File: config.mk
export PLATFORM = sky130hd
export DESIGN_NAME = shunt_frame_decoder
export DESIGN_NICKNAME = d
export VERILOG_FILES = /design/src/sfd_pkg.sv /design/src/shunt_frame_decoder.sv
export SDC_FILE = /design/constraint.sdc
export NUM_CORES = 2
export LEC_CHECK = 0
export BUFFER_PORTS_ARGS = -buffer_cell sky130_fd_sc_hd__buf_2
export CORE_ASPECT_RATIO = 1.1
export CORE_MARGIN = 1.5
export CORE_UTILIZATION = 62
export DETAILED_ROUTE_END_ITERATION = 8
export PLACE_DENSITY = 0.93
export SYNTH_ARGS = -nofsm -noshare
export SYNTH_HDL_FRONTEND = slang
export SYNTH_SLANG_ARGS = --single-unit
File: constraint.sdc
create_clock -name i_clk -period 9.09 [get_ports i_clk]
set_input_delay 0.909 -clock i_clk [delete_from_list [all_inputs] [get_ports i_clk]]
set_output_delay 0.909 -clock i_clk [all_outputs]
set_load 0.005 [all_outputs]
File: src/sfd_pkg.sv
// shared types and constants of the shunt frame decoder
package sfd_pkg;

    localparam logic [7:0]  SYNC_BYTE     = 8'hA5;
    localparam logic [3:0]  CHECK_POS     = 4'd15;
    localparam logic [31:0] TIMEOUT_RESET = 32'd10000;
    localparam logic [31:0] AGE_MAX       = 32'hFFFF_FFFF;

    localparam logic CMD_BYTE    = 1'b0;
    localparam logic CMD_TICK    = 1'b1;
    localparam logic KIND_FRAME  = 1'b0;
    localparam logic KIND_ONLINE = 1'b1;

    localparam int  PADDR_W     = 3;
    localparam logic REG_TIMEOUT = 1'b0;

    typedef struct packed {
        logic       cmd;
        logic [7:0] rx_byte;
    } t_in_item;

    typedef struct packed {
        logic               kind;
        logic [7:0]         charge_percent;
        logic [15:0]        pack_cvolt;
        logic [31:0]        cap_left_mah;
        logic signed [31:0] pack_milliamp;
        logic [23:0]        remaining_s;
        logic signed [47:0] power_raw;
        logic [46:0]        chg_power;
        logic [46:0]        dchg_power;
        logic               online;
    } t_out_item;

endpackage

File: src/shunt_frame_decoder.sv
// shunt frame decoder: frame assembly, checksum, link aging and power split
//
// channel  | valid      | ready       | payload
// ---------+------------+-------------+-------------------------
// input    | i_in_valid | o_in_ready  | i_in_item (t_in_item)
// output   | o_out_valid| i_out_ready | o_out_item (t_out_item)
// config   | psel&penable&pwrite     | pready=1 | paddr, pwdata, prdata
//
// one item accepted per cycle while the output is not stalled; a result passes
// through the decode register, multiply register and output register
// the 16x32 power multiply sets the depth, not the rate
// reset clears frame position, sum, age and link flags; timeout to 10000
// a stalled output backs up through the three stages to o_in_ready
module shunt_frame_decoder (
    input  logic                        i_clk,
    input  logic                        i_rst_n,
    input  logic                        i_in_valid,
    output logic                        o_in_ready,
    input  sfd_pkg::t_in_item           i_in_item,
    output logic                        o_out_valid,
    input  logic                        i_out_ready,
    output sfd_pkg::t_out_item          o_out_item,
    input  logic                        psel,
    input  logic                        penable,
    input  logic                        pwrite,
    input  logic [sfd_pkg::PADDR_W-1:0] paddr,
    input  logic [31:0]                 pwdata,
    output logic [31:0]                 prdata,
    output logic                        pready
);
    import sfd_pkg::*;

    logic [31:0] r_timeout;
    logic [3:0]  r_pos;
    logic [7:0]  r_frame [1:14];
    logic [7:0]  r_sum;
    logic [31:0] r_age;
    logic        r_seen;
    logic        r_online;
    logic        r_reported;

    logic        r_a_valid, r_b_valid, r_c_valid;
    t_out_item   r_a, r_b, r_c;

    logic        a_ready, b_ready, c_ready;
    logic        accept;
    logic [31:0] n_age_tick;
    logic        now_online;
    logic        emit;
    t_out_item   n_a;
    t_out_item   n_b;
    t_out_item   n_c;
    logic signed [16:0] cv_s;
    logic signed [48:0] prod;
    logic [47:0] neg_power;

    // apb
    assign pready = 1'b1;
    assign prdata = (paddr[PADDR_W-1] == REG_TIMEOUT) ? r_timeout : 32'd0;

    always_ff @(posedge i_clk) begin
        if (!i_rst_n) begin
            r_timeout <= TIMEOUT_RESET;
        end else if (psel && penable && pwrite && pready
                     && paddr[PADDR_W-1] == REG_TIMEOUT) begin
            r_timeout <= pwdata;
        end
    end

    // handshake chain
    assign c_ready    = i_out_ready || !r_c_valid;
    assign b_ready    = c_ready || !r_b_valid;
    assign a_ready    = b_ready || !r_a_valid;
    assign o_in_ready = a_ready;
    assign accept     = i_in_valid && a_ready;

    // decode of one item
    assign n_age_tick = (r_age == AGE_MAX) ? r_age : r_age + 32'd1;
    assign now_online = r_seen && (n_age_tick <= r_timeout);

    always_comb begin
        emit = 1'b0;
        n_a  = '0;
        if (i_in_item.cmd == CMD_TICK) begin
            emit          = !r_reported || (now_online != r_online);
            n_a.kind      = KIND_ONLINE;
            n_a.online    = now_online;
        end else begin
            emit               = (r_pos == CHECK_POS) && (r_sum == i_in_item.rx_byte);
            n_a.kind           = KIND_FRAME;
            n_a.charge_percent = r_frame[1];
            n_a.pack_cvolt     = {r_frame[2], r_frame[3]};
            n_a.cap_left_mah   = {r_frame[4], r_frame[5], r_frame[6], r_frame[7]};
            n_a.pack_milliamp  = {r_frame[8], r_frame[9], r_frame[10], r_frame[11]};
            n_a.remaining_s    = {r_frame[12], r_frame[13], r_frame[14]};
            n_a.online         = r_online;
        end
    end

    // frame and link state
    always_ff @(posedge i_clk) begin
        if (!i_rst_n) begin
            r_pos      <= '0;
            r_sum      <= '0;
            r_age      <= '0;
            r_seen     <= 1'b0;
            r_online   <= 1'b0;
            r_reported <= 1'b0;
        end else if (accept) begin
            if (i_in_item.cmd == CMD_TICK) begin
                r_age <= n_age_tick;
                if (emit) begin
                    r_online   <= now_online;
                    r_reported <= 1'b1;
                end
            end else begin
                priority if (r_pos == '0) begin
                    if (i_in_item.rx_byte == SYNC_BYTE) begin
                        r_sum <= SYNC_BYTE;
                        r_pos <= 4'd1;
                    end
                end else if (r_pos != CHECK_POS) begin
                    r_sum <= r_sum + i_in_item.rx_byte;
                    r_pos <= r_pos + 4'd1;
                end else begin
                    r_pos <= '0;
                    r_sum <= '0;
                    if (emit) begin
                        r_age  <= '0;
                        r_seen <= 1'b1;
                    end
                end
            end
        end
    end

    always_ff @(posedge i_clk) begin
        if (accept && i_in_item.cmd == CMD_BYTE && r_pos != '0 && r_pos != CHECK_POS) begin
            r_frame[r_pos] <= i_in_item.rx_byte;
        end
    end

    // decode register
    always_ff @(posedge i_clk) begin
        if (!i_rst_n) begin
            r_a_valid <= 1'b0;
        end else if (a_ready) begin
            r_a_valid <= accept && emit;
        end
    end

    always_ff @(posedge i_clk) begin
        if (a_ready) begin
            r_a <= n_a;
        end
    end

    // multiply register
    assign cv_s = $signed({1'b0, r_a.pack_cvolt});
    assign prod = cv_s * r_a.pack_milliamp;

    always_comb begin
        n_b           = r_a;
        n_b.power_raw = prod[47:0];
    end

    always_ff @(posedge i_clk) begin
        if (!i_rst_n) begin
            r_b_valid <= 1'b0;
        end else if (b_ready) begin
            r_b_valid <= r_a_valid;
        end
    end

    always_ff @(posedge i_clk) begin
        if (b_ready) begin
            r_b <= n_b;
        end
    end

    // output register with power split
    assign neg_power = 48'd0 - r_b.power_raw;

    always_comb begin
        n_c            = r_b;
        n_c.chg_power  = (!r_b.power_raw[47] && r_b.power_raw != '0)
                         ? r_b.power_raw[46:0] : 47'd0;
        n_c.dchg_power = r_b.power_raw[47] ? neg_power[46:0] : 47'd0;
    end

    always_ff @(posedge i_clk) begin
        if (!i_rst_n) begin
            r_c_valid <= 1'b0;
        end else if (c_ready) begin
            r_c_valid <= r_b_valid;
        end
    end

    always_ff @(posedge i_clk) begin
        if (c_ready) begin
            r_c <= n_c;
        end
    end

    assign o_out_valid = r_c_valid;
    assign o_out_item  = r_c;

    // checks
    a_report_no_data: assert property (@(posedge i_clk) disable iff (!i_rst_n)
        o_out_valid && o_out_item.kind == KIND_ONLINE |->
            o_out_item.power_raw == '0 && o_out_item.cap_left_mah == '0)
        else $error("online report carries frame data");

    a_split_exclusive: assert property (@(posedge i_clk) disable iff (!i_rst_n)
        o_out_valid |->
            o_out_item.chg_power == '0 || o_out_item.dchg_power == '0)
        else $error("charging and discharging both nonzero");

    a_tick_keeps_frame: assert property (@(posedge i_clk) disable iff (!i_rst_n)
        accept && i_in_item.cmd == CMD_TICK |=> $stable(r_pos) && $stable(r_sum))
        else $error("tick disturbed frame assembly");

    a_stall_blocks_input: assert property (@(posedge i_clk) disable iff (!i_rst_n)
        r_a_valid && r_b_valid && r_c_valid && !i_out_ready |-> !o_in_ready)
        else $error("input taken with full pipeline");

endmodule

Yosys cells after proc, flatten, opt, wreduce, memory -nomap -nowiden
Memories as Yosys holds them, arrays and structs flattened. A register that Yosys moved wholly into a read port is not among the register bits.
Cells that the tools add are included.

cells by class
  add/sub/neg operators = 4
  bitwise logic cells = 4
  reductions and logical operators = 28
  eq/ne operators = 9
  multiply operators = 1
  magnitude comparators = 1
  multiplexer cells = 17

operators by type and width
  cell                                                                 count
  32-bit 2-to-1 mux                                                    6
  17-bit by 32-bit multiplier with 48-bit output                       1
  48-bit nonzero test                                                  1
  1-bit by 47-bit subtractor with 47-bit output, first input constant  1
  32-bit by 1-bit adder with 32-bit output, second input constant      1
  32-bit == test, second input constant                                1
  32-bit <= comparator                                                 1
  8-bit 2-to-1 mux                                                     3
  4-bit 2-to-1 mux                                                     3
  1-bit logical AND                                                    11
  8-bit adder                                                          1
  8-bit == test                                                        1
  8-bit == test, second input constant                                 1
  3-bit AND reduction                                                  2
  1-bit logical NOT                                                    5
  1-bit 2-to-1 mux                                                     5
  5-bit AND reduction                                                  1
  4-bit by 1-bit adder with 4-bit output, second input constant        1
  4-bit == test, second input constant                                 1
  4-bit logical NOT                                                    1
  1-bit logical OR                                                     4
  2-bit != test, second input constant                                 2
  4-bit != test, second input constant                                 1
  1-bit inverter                                                       4
  other kinds (5)                                                      5

word-level totals
  output and inout bits = 291
  memories kept = 1
  word-level logic and storage cells = 95
  bits of input ports = 51
  RAM bits = 112
  flip-flop bits (word level) = 502

memory list
  name     depth  width  rd ports  clocked after memory_dff  write ports  RTL line                   text
  r_frame  14     8      14        14                        1            shunt_frame_decoder.sv:35  logic [7:0] r_frame [1:14];

Longest topological paths before layout
  depth in word-level cells = 11
  depth in mapped cells = 24

Worst setup path before layout
No wires, ideal clock.

  kind = input to register
  from = input i_out_ready
  to = register r_age[30]
  arrival = 6.697 ns
  data required time = 8.973 ns
  stages on the path = 7
  setup slack = 2.276 ns
  cell sequence = nand4b_1 > and3_1 > clkbuf_1 > nand2_1 > clkbuf_1 > o21ai_0 > a22o_1

on the way
  word-level cells in the longest chain between the ends = 5

ends and longest elaborated chain
  element                               RTL line                    text
  start: declaration                    shunt_frame_decoder.sv:21   input logic i_out_ready,
  1-bit logical OR                      shunt_frame_decoder.sv:71   assign c_ready = i_out_ready || !r_c_valid;
  1-bit logical OR                      shunt_frame_decoder.sv:72   assign b_ready = c_ready || !r_b_valid;
  1-bit logical OR                      shunt_frame_decoder.sv:73   assign a_ready = b_ready || !r_a_valid;
  1-bit logical AND                     shunt_frame_decoder.sv:75   assign accept = i_in_valid && a_ready;
  4-bit AND reduction (no source line)  --
  end signal: assignment                shunt_frame_decoder.sv:111  r_age <= n_age_tick;
  end: declaration                      shunt_frame_decoder.sv:37   logic [31:0] r_age;

No other way between the ends.
A chain may end at the register's enable or synchronous reset.

==> flow_summary.rst <==
.. list-table::
   :header-rows: 1

   * - Metric
     - Value
   * - Hold path start
     - n_c[198]
   * - Slack of the worst reg-to-reg path
     - 1.30 ns
   * - Number of antenna violations at the first check in global routing
     - 0
   * - Endpoint with the worst hold slack
     - o_out_item[198]
   * - Arrival time of data at the critical path endpoint
     - approximately 8.1 ns
   * - Clk_lat worst skew
     - 0.67 ns
   * - Vias in the first global route
     - 31472
   * - Die Wd
     - 259 microns
   * - Average wire per cell in the routed design
     - 21.4 microns
   * - Combinational power share
     - around a fifth
   * - Synthesized netlist net count
     - 4439
   * - Final Net Count
     - about 4700
   * - CP dominant cell by count
     - fa_1
   * - Most repeated cell in the gate-level netlist after synthesis
     - edfxtp_1
   * - Fill cells
     - 4427
   * - Average cell area after synthesis
     - approximately 12 sq um
   * - Worst-Margin Slew
     - 1.20 ns
   * - Count of unresolved DRC violations after routing
     - 0
   * - Switch Pwr
     - ~2.6 mW
   * - Standard-cell rows
     - 103
   * - Via-to-Cell Ratio
     - 5.84
   * - Cell count after synthesis
     - 3744
   * - EDFF count, synth
     - 644
   * - Reg2reg path depth
     - 19
   * - Detail Route Antenna Nets
     - 0
   * - Growth of design area from synthesis to finish
     - 11.1%
   * - Detailed Routing Iterations Pass 1
     - 6
   * - Hold Path Stages
     - 0
   * - Total global-route track usage
     - around 30%
   * - Leakage Power
     - 22.5 nW
   * - Worst vdd rail ir drop
     - 0.000160 V
   * - 1st-iter DRT viols
     - 3232
   * - Maximum Capacitance Violations
     - 0
   * - Number of synthesized register bits
     - 726
   * - Post-synth ARST share
     - 0%
   * - Max frequency
     - between 100 and 150 MHz
   * - Post-detailed-routing wire length
     - 108000 microns
   * - Hold/Removal Path Class
     - reg2reg
   * - Hold-fix buffers, CTS
     - 0
   * - Worst relative slew slack
     - 20.1%
   * - Placed wire-length estimate
     - just over 70000 microns
   * - Ordered cell list for the critical path
     - buf_4, and2_1, fa_1, inv_1, fa_1, fa_1, fa_1, inv_1, fa_1, fa_1, ha_1, nand2_1, nor4_1, a311oi_1, o31ai_1, o21ai_0, o211ai_1, a31oi_1, xnor2_1
   * - Die Ht
     - 285 microns
   * - Netlist area before placement
     - ~0.045 sq mm
   * - Clock Tree Buf Depth
     - 3
   * - Capturing point of the worst reg2reg path
     - n_c[134]
   * - Sequential area share after synthesis
     - 46.8%
   * - Share of Yosys cell area claimed by the top area cell type
     - 43.2%
   * - Final total negative setup slack
     - 0 ns
   * - Number of buffers added by the clock tree synthesis step
     - 73
   * - Crit path required time
     - 9.43 ns
   * - Power per Cell Area
     - 186 mW/mm^2
   * - Count of boundary I/O pins
     - approximately 340
   * - Clock Sinks
     - 726
   * - Launch point of the worst reg-to-reg path
     - cv_s[2]
   * - Final Hold Violating Endpoints
     - 0
   * - Core outline area
     - 0.0717 sq mm
   * - Result of the run
     - finished, final reports clean
   * - Unique masters post-synth
     - 76
   * - CTS root buffer
     - clkbuf_16
   * - Overall die area
     - 0.0739 sq mm
   * - Clock-pin slew on the worst setup and hold paths
     - 0.08 ns
   * - Yosys warns
     - 0
   * - Global-route congestion overflow total
     - 0
   * - Effective utilization at floorplan
     - 62.5%
   * - TritonCTS clock tree
     - done
   * - Final standard cell count with taps included and fillers excluded
     - 5034
   * - Total of cells resized after clock tree synthesis
     - 0
   * - Switching power as a share of total power
     - 28.2%
   * - Peak fanout along the critical path
     - 14
   * - CP Launch Type
     - flop
   * - Final setup fails
     - 0
   * - Post-CTS Setup Inserts
     - 0
   * - Pin count of the biggest net entering global routing
     - 111
   * - Critical Path Slowest Stage Cell
     - edfxtp_1
   * - Global-route wire length before repair
     - 166000 microns
   * - Most frequent cells after synthesis
     - 644 x edfxtp_1, 625 x inv_1, 485 x fa_1
   * - Unrepaired setup endpoints after global routing
     - false
   * - Vias after detailed routing
     - 29407
   * - Worst hold slack across all endpoints
     - 0.399 ns
   * - Htree depth
     - 3
   * - Worst Skew
     - 0.0753 ns
   * - Share of cells above drive strength 1
     - between 10% and 20%
   * - Max-slew violations
     - 0
   * - Top cells by area in the synthesized netlist
     - edfxtp_1 43%, fa_1 22%, inv_1 5.2%
   * - ANT cells
     - 0
   * - Final Power
     - about 9 mW
   * - Delay of the slowest critical-path stage
     - 0.71 ns
   * - Number of I/O port buffers
     - 338
   * - Crit Path Category
     - reg2reg
   * - Post-placement cell count
     - 4904
   * - Main synth FF type
     - edfxtp_1
   * - Proportion of power drawn by the clock network
     - 33.4%
   * - Sort of element at the end of the critical path
     - flop
   * - RePlAce Congestion
     - 0.922
   * - Top cell type by total area after synthesis
     - edfxtp_1
   * - Final critical path time including I/O delays and setup
     - 7.79 ns
   * - Cell Int Power
     - around 6.6 mW
   * - Reg power frac
     - between 40 and 50%
   * - Final period utilization
     - 85.7%
-- power by group through the flow --
stage | combinational (mW) | sequential, mW | clock [mW]
after floorplan | 1.12 | 4.41 | 0
after global placement | 1.65 | 4.45 | 0
after detailed placement | 1.73 | 4.48 | 0
after CTS | 1.75 | 4.41 | 3.14
after global routing | 1.96 | 4.45 | 3.27
final | 1.76 | 4.41 | 3.09
-- registers in the layout (all words and copies together) (netlist names) --
register / cells
r_timeout: 32
o_out_item: 256
r_frame: 112
r_a_valid: 1
n_b: 98
r_online: 1
r_pos: 4
o_out_valid: 1
r_sum: 8
r_age: 32
r_seen: 1
r_b_valid: 1
r_reported: 1
n_c: 162
cv_s: 16
-- cell usage in the layout (no fill, tap or decap), drive strengths merged, types with 6 or more instances in the layout --
cell	synthesis	final
dfxtp	82	82
o21bai	12	12
a32o	7	7
bufinv	0	7
a21oi	105	105
o211ai	13	13
nand2b	7	7
and3	27	27
buf	8	366
fa	485	485
o31ai	8	8
nand4	19	19
o21ai	54	54
and4	13	13
ha	159	159
clkinv	1	27
nor2b	127	127
nand3	34	34
nor3	34	34
nor2	119	119
nand2	398	398
clkinvlp	0	6
or3	12	12
clkbuf	143	85
xor2	45	45
nor4	12	12
a31oi	9	9
or4	6	6
a22o	11	11
inv	625	631
xnor2	77	77
and2	328	328
edfxtp	644	644
o21a	14	14
a21o	43	43
-- layer usage --
layer,track usage (%),wire length (microns)
met3,8.20,11800
met2,49.7,52600
met5,0,0
met4,17.9,7060
met1,33.5,36200
-- critical path, delay by kind of cell (launching register included) --
family                     cells  cell delay [ns]
adders and majority gates      7             3.55
and+or+nand+nor                3             0.65
xor gates and xnor gates       1             0.15
AOI/OAI and AO/OA              5             1.89
DFF                            1             0.71
buffers and inverters          3             0.50
-- how the worst max path moves through the flow --
stage / startpoint / end / slack (ns) / cells after the start
2_1_floorplan: i_out_ready / r_age[30] / 2.28 / 7
3_3_place_gp: cv_s[5] / n_c[141] / 1.83 / 21
3_5_place_dp: cv_s[7] / n_c[142] / 1.64 / 20
4_1_cts: cv_s[7] / n_c[134] / 1.56 / 20
5_1_grt: cv_s[7] / n_c[134] / 1.08 / 20
6_report: cv_s[2] / n_c[134] / 1.30 / 19
-- cell type report --
type                            instances  area, sq um  share of cell area (%)
Tap cell                              945         1180                    2.37
Inverter                              626         2360                    4.73
Clock buffer                           85         1880                    3.78
Sequential cell                       726        21000                    42.1
Multi-Input combinational cell       2241        20900                    41.9
Timing Repair Buffer                  366         1900                    3.82
Clock inverter                         45          603                    1.21
-- logic make-up after synthesis --
logic type / count (synthesis) / share of synthesized area, %
compound gates: 315 / 4.57
flops: 726 / 46.8
buf+inv: 777 / 6.58
xor+xnor: 122 / 2.38
simple gates: 1157 / 13.5
other cells: 1 / 0.00837
fa+ha+maj: 644 / 26.1
mux: 2 / 0.0475
-- per-stage QoR --
| step | utilization (%) | instance area (sq um) | setup slack (ns) |
|---|---|---|---|
| after detailed placement | 66.0 | 47300 | 1.64 |
| after CTS | 69.5 | 49800 | 1.56 |
| after floorplan | - | 44800 | 2.28 |
| after global placement | 66.0 | 47300 | 1.83 |
| final | 69.5 | 49800 | 1.30 |
| after global routing | 69.5 | 49800 | 1.08 |
No activity file was read; power rests on OpenSTA's default activity.
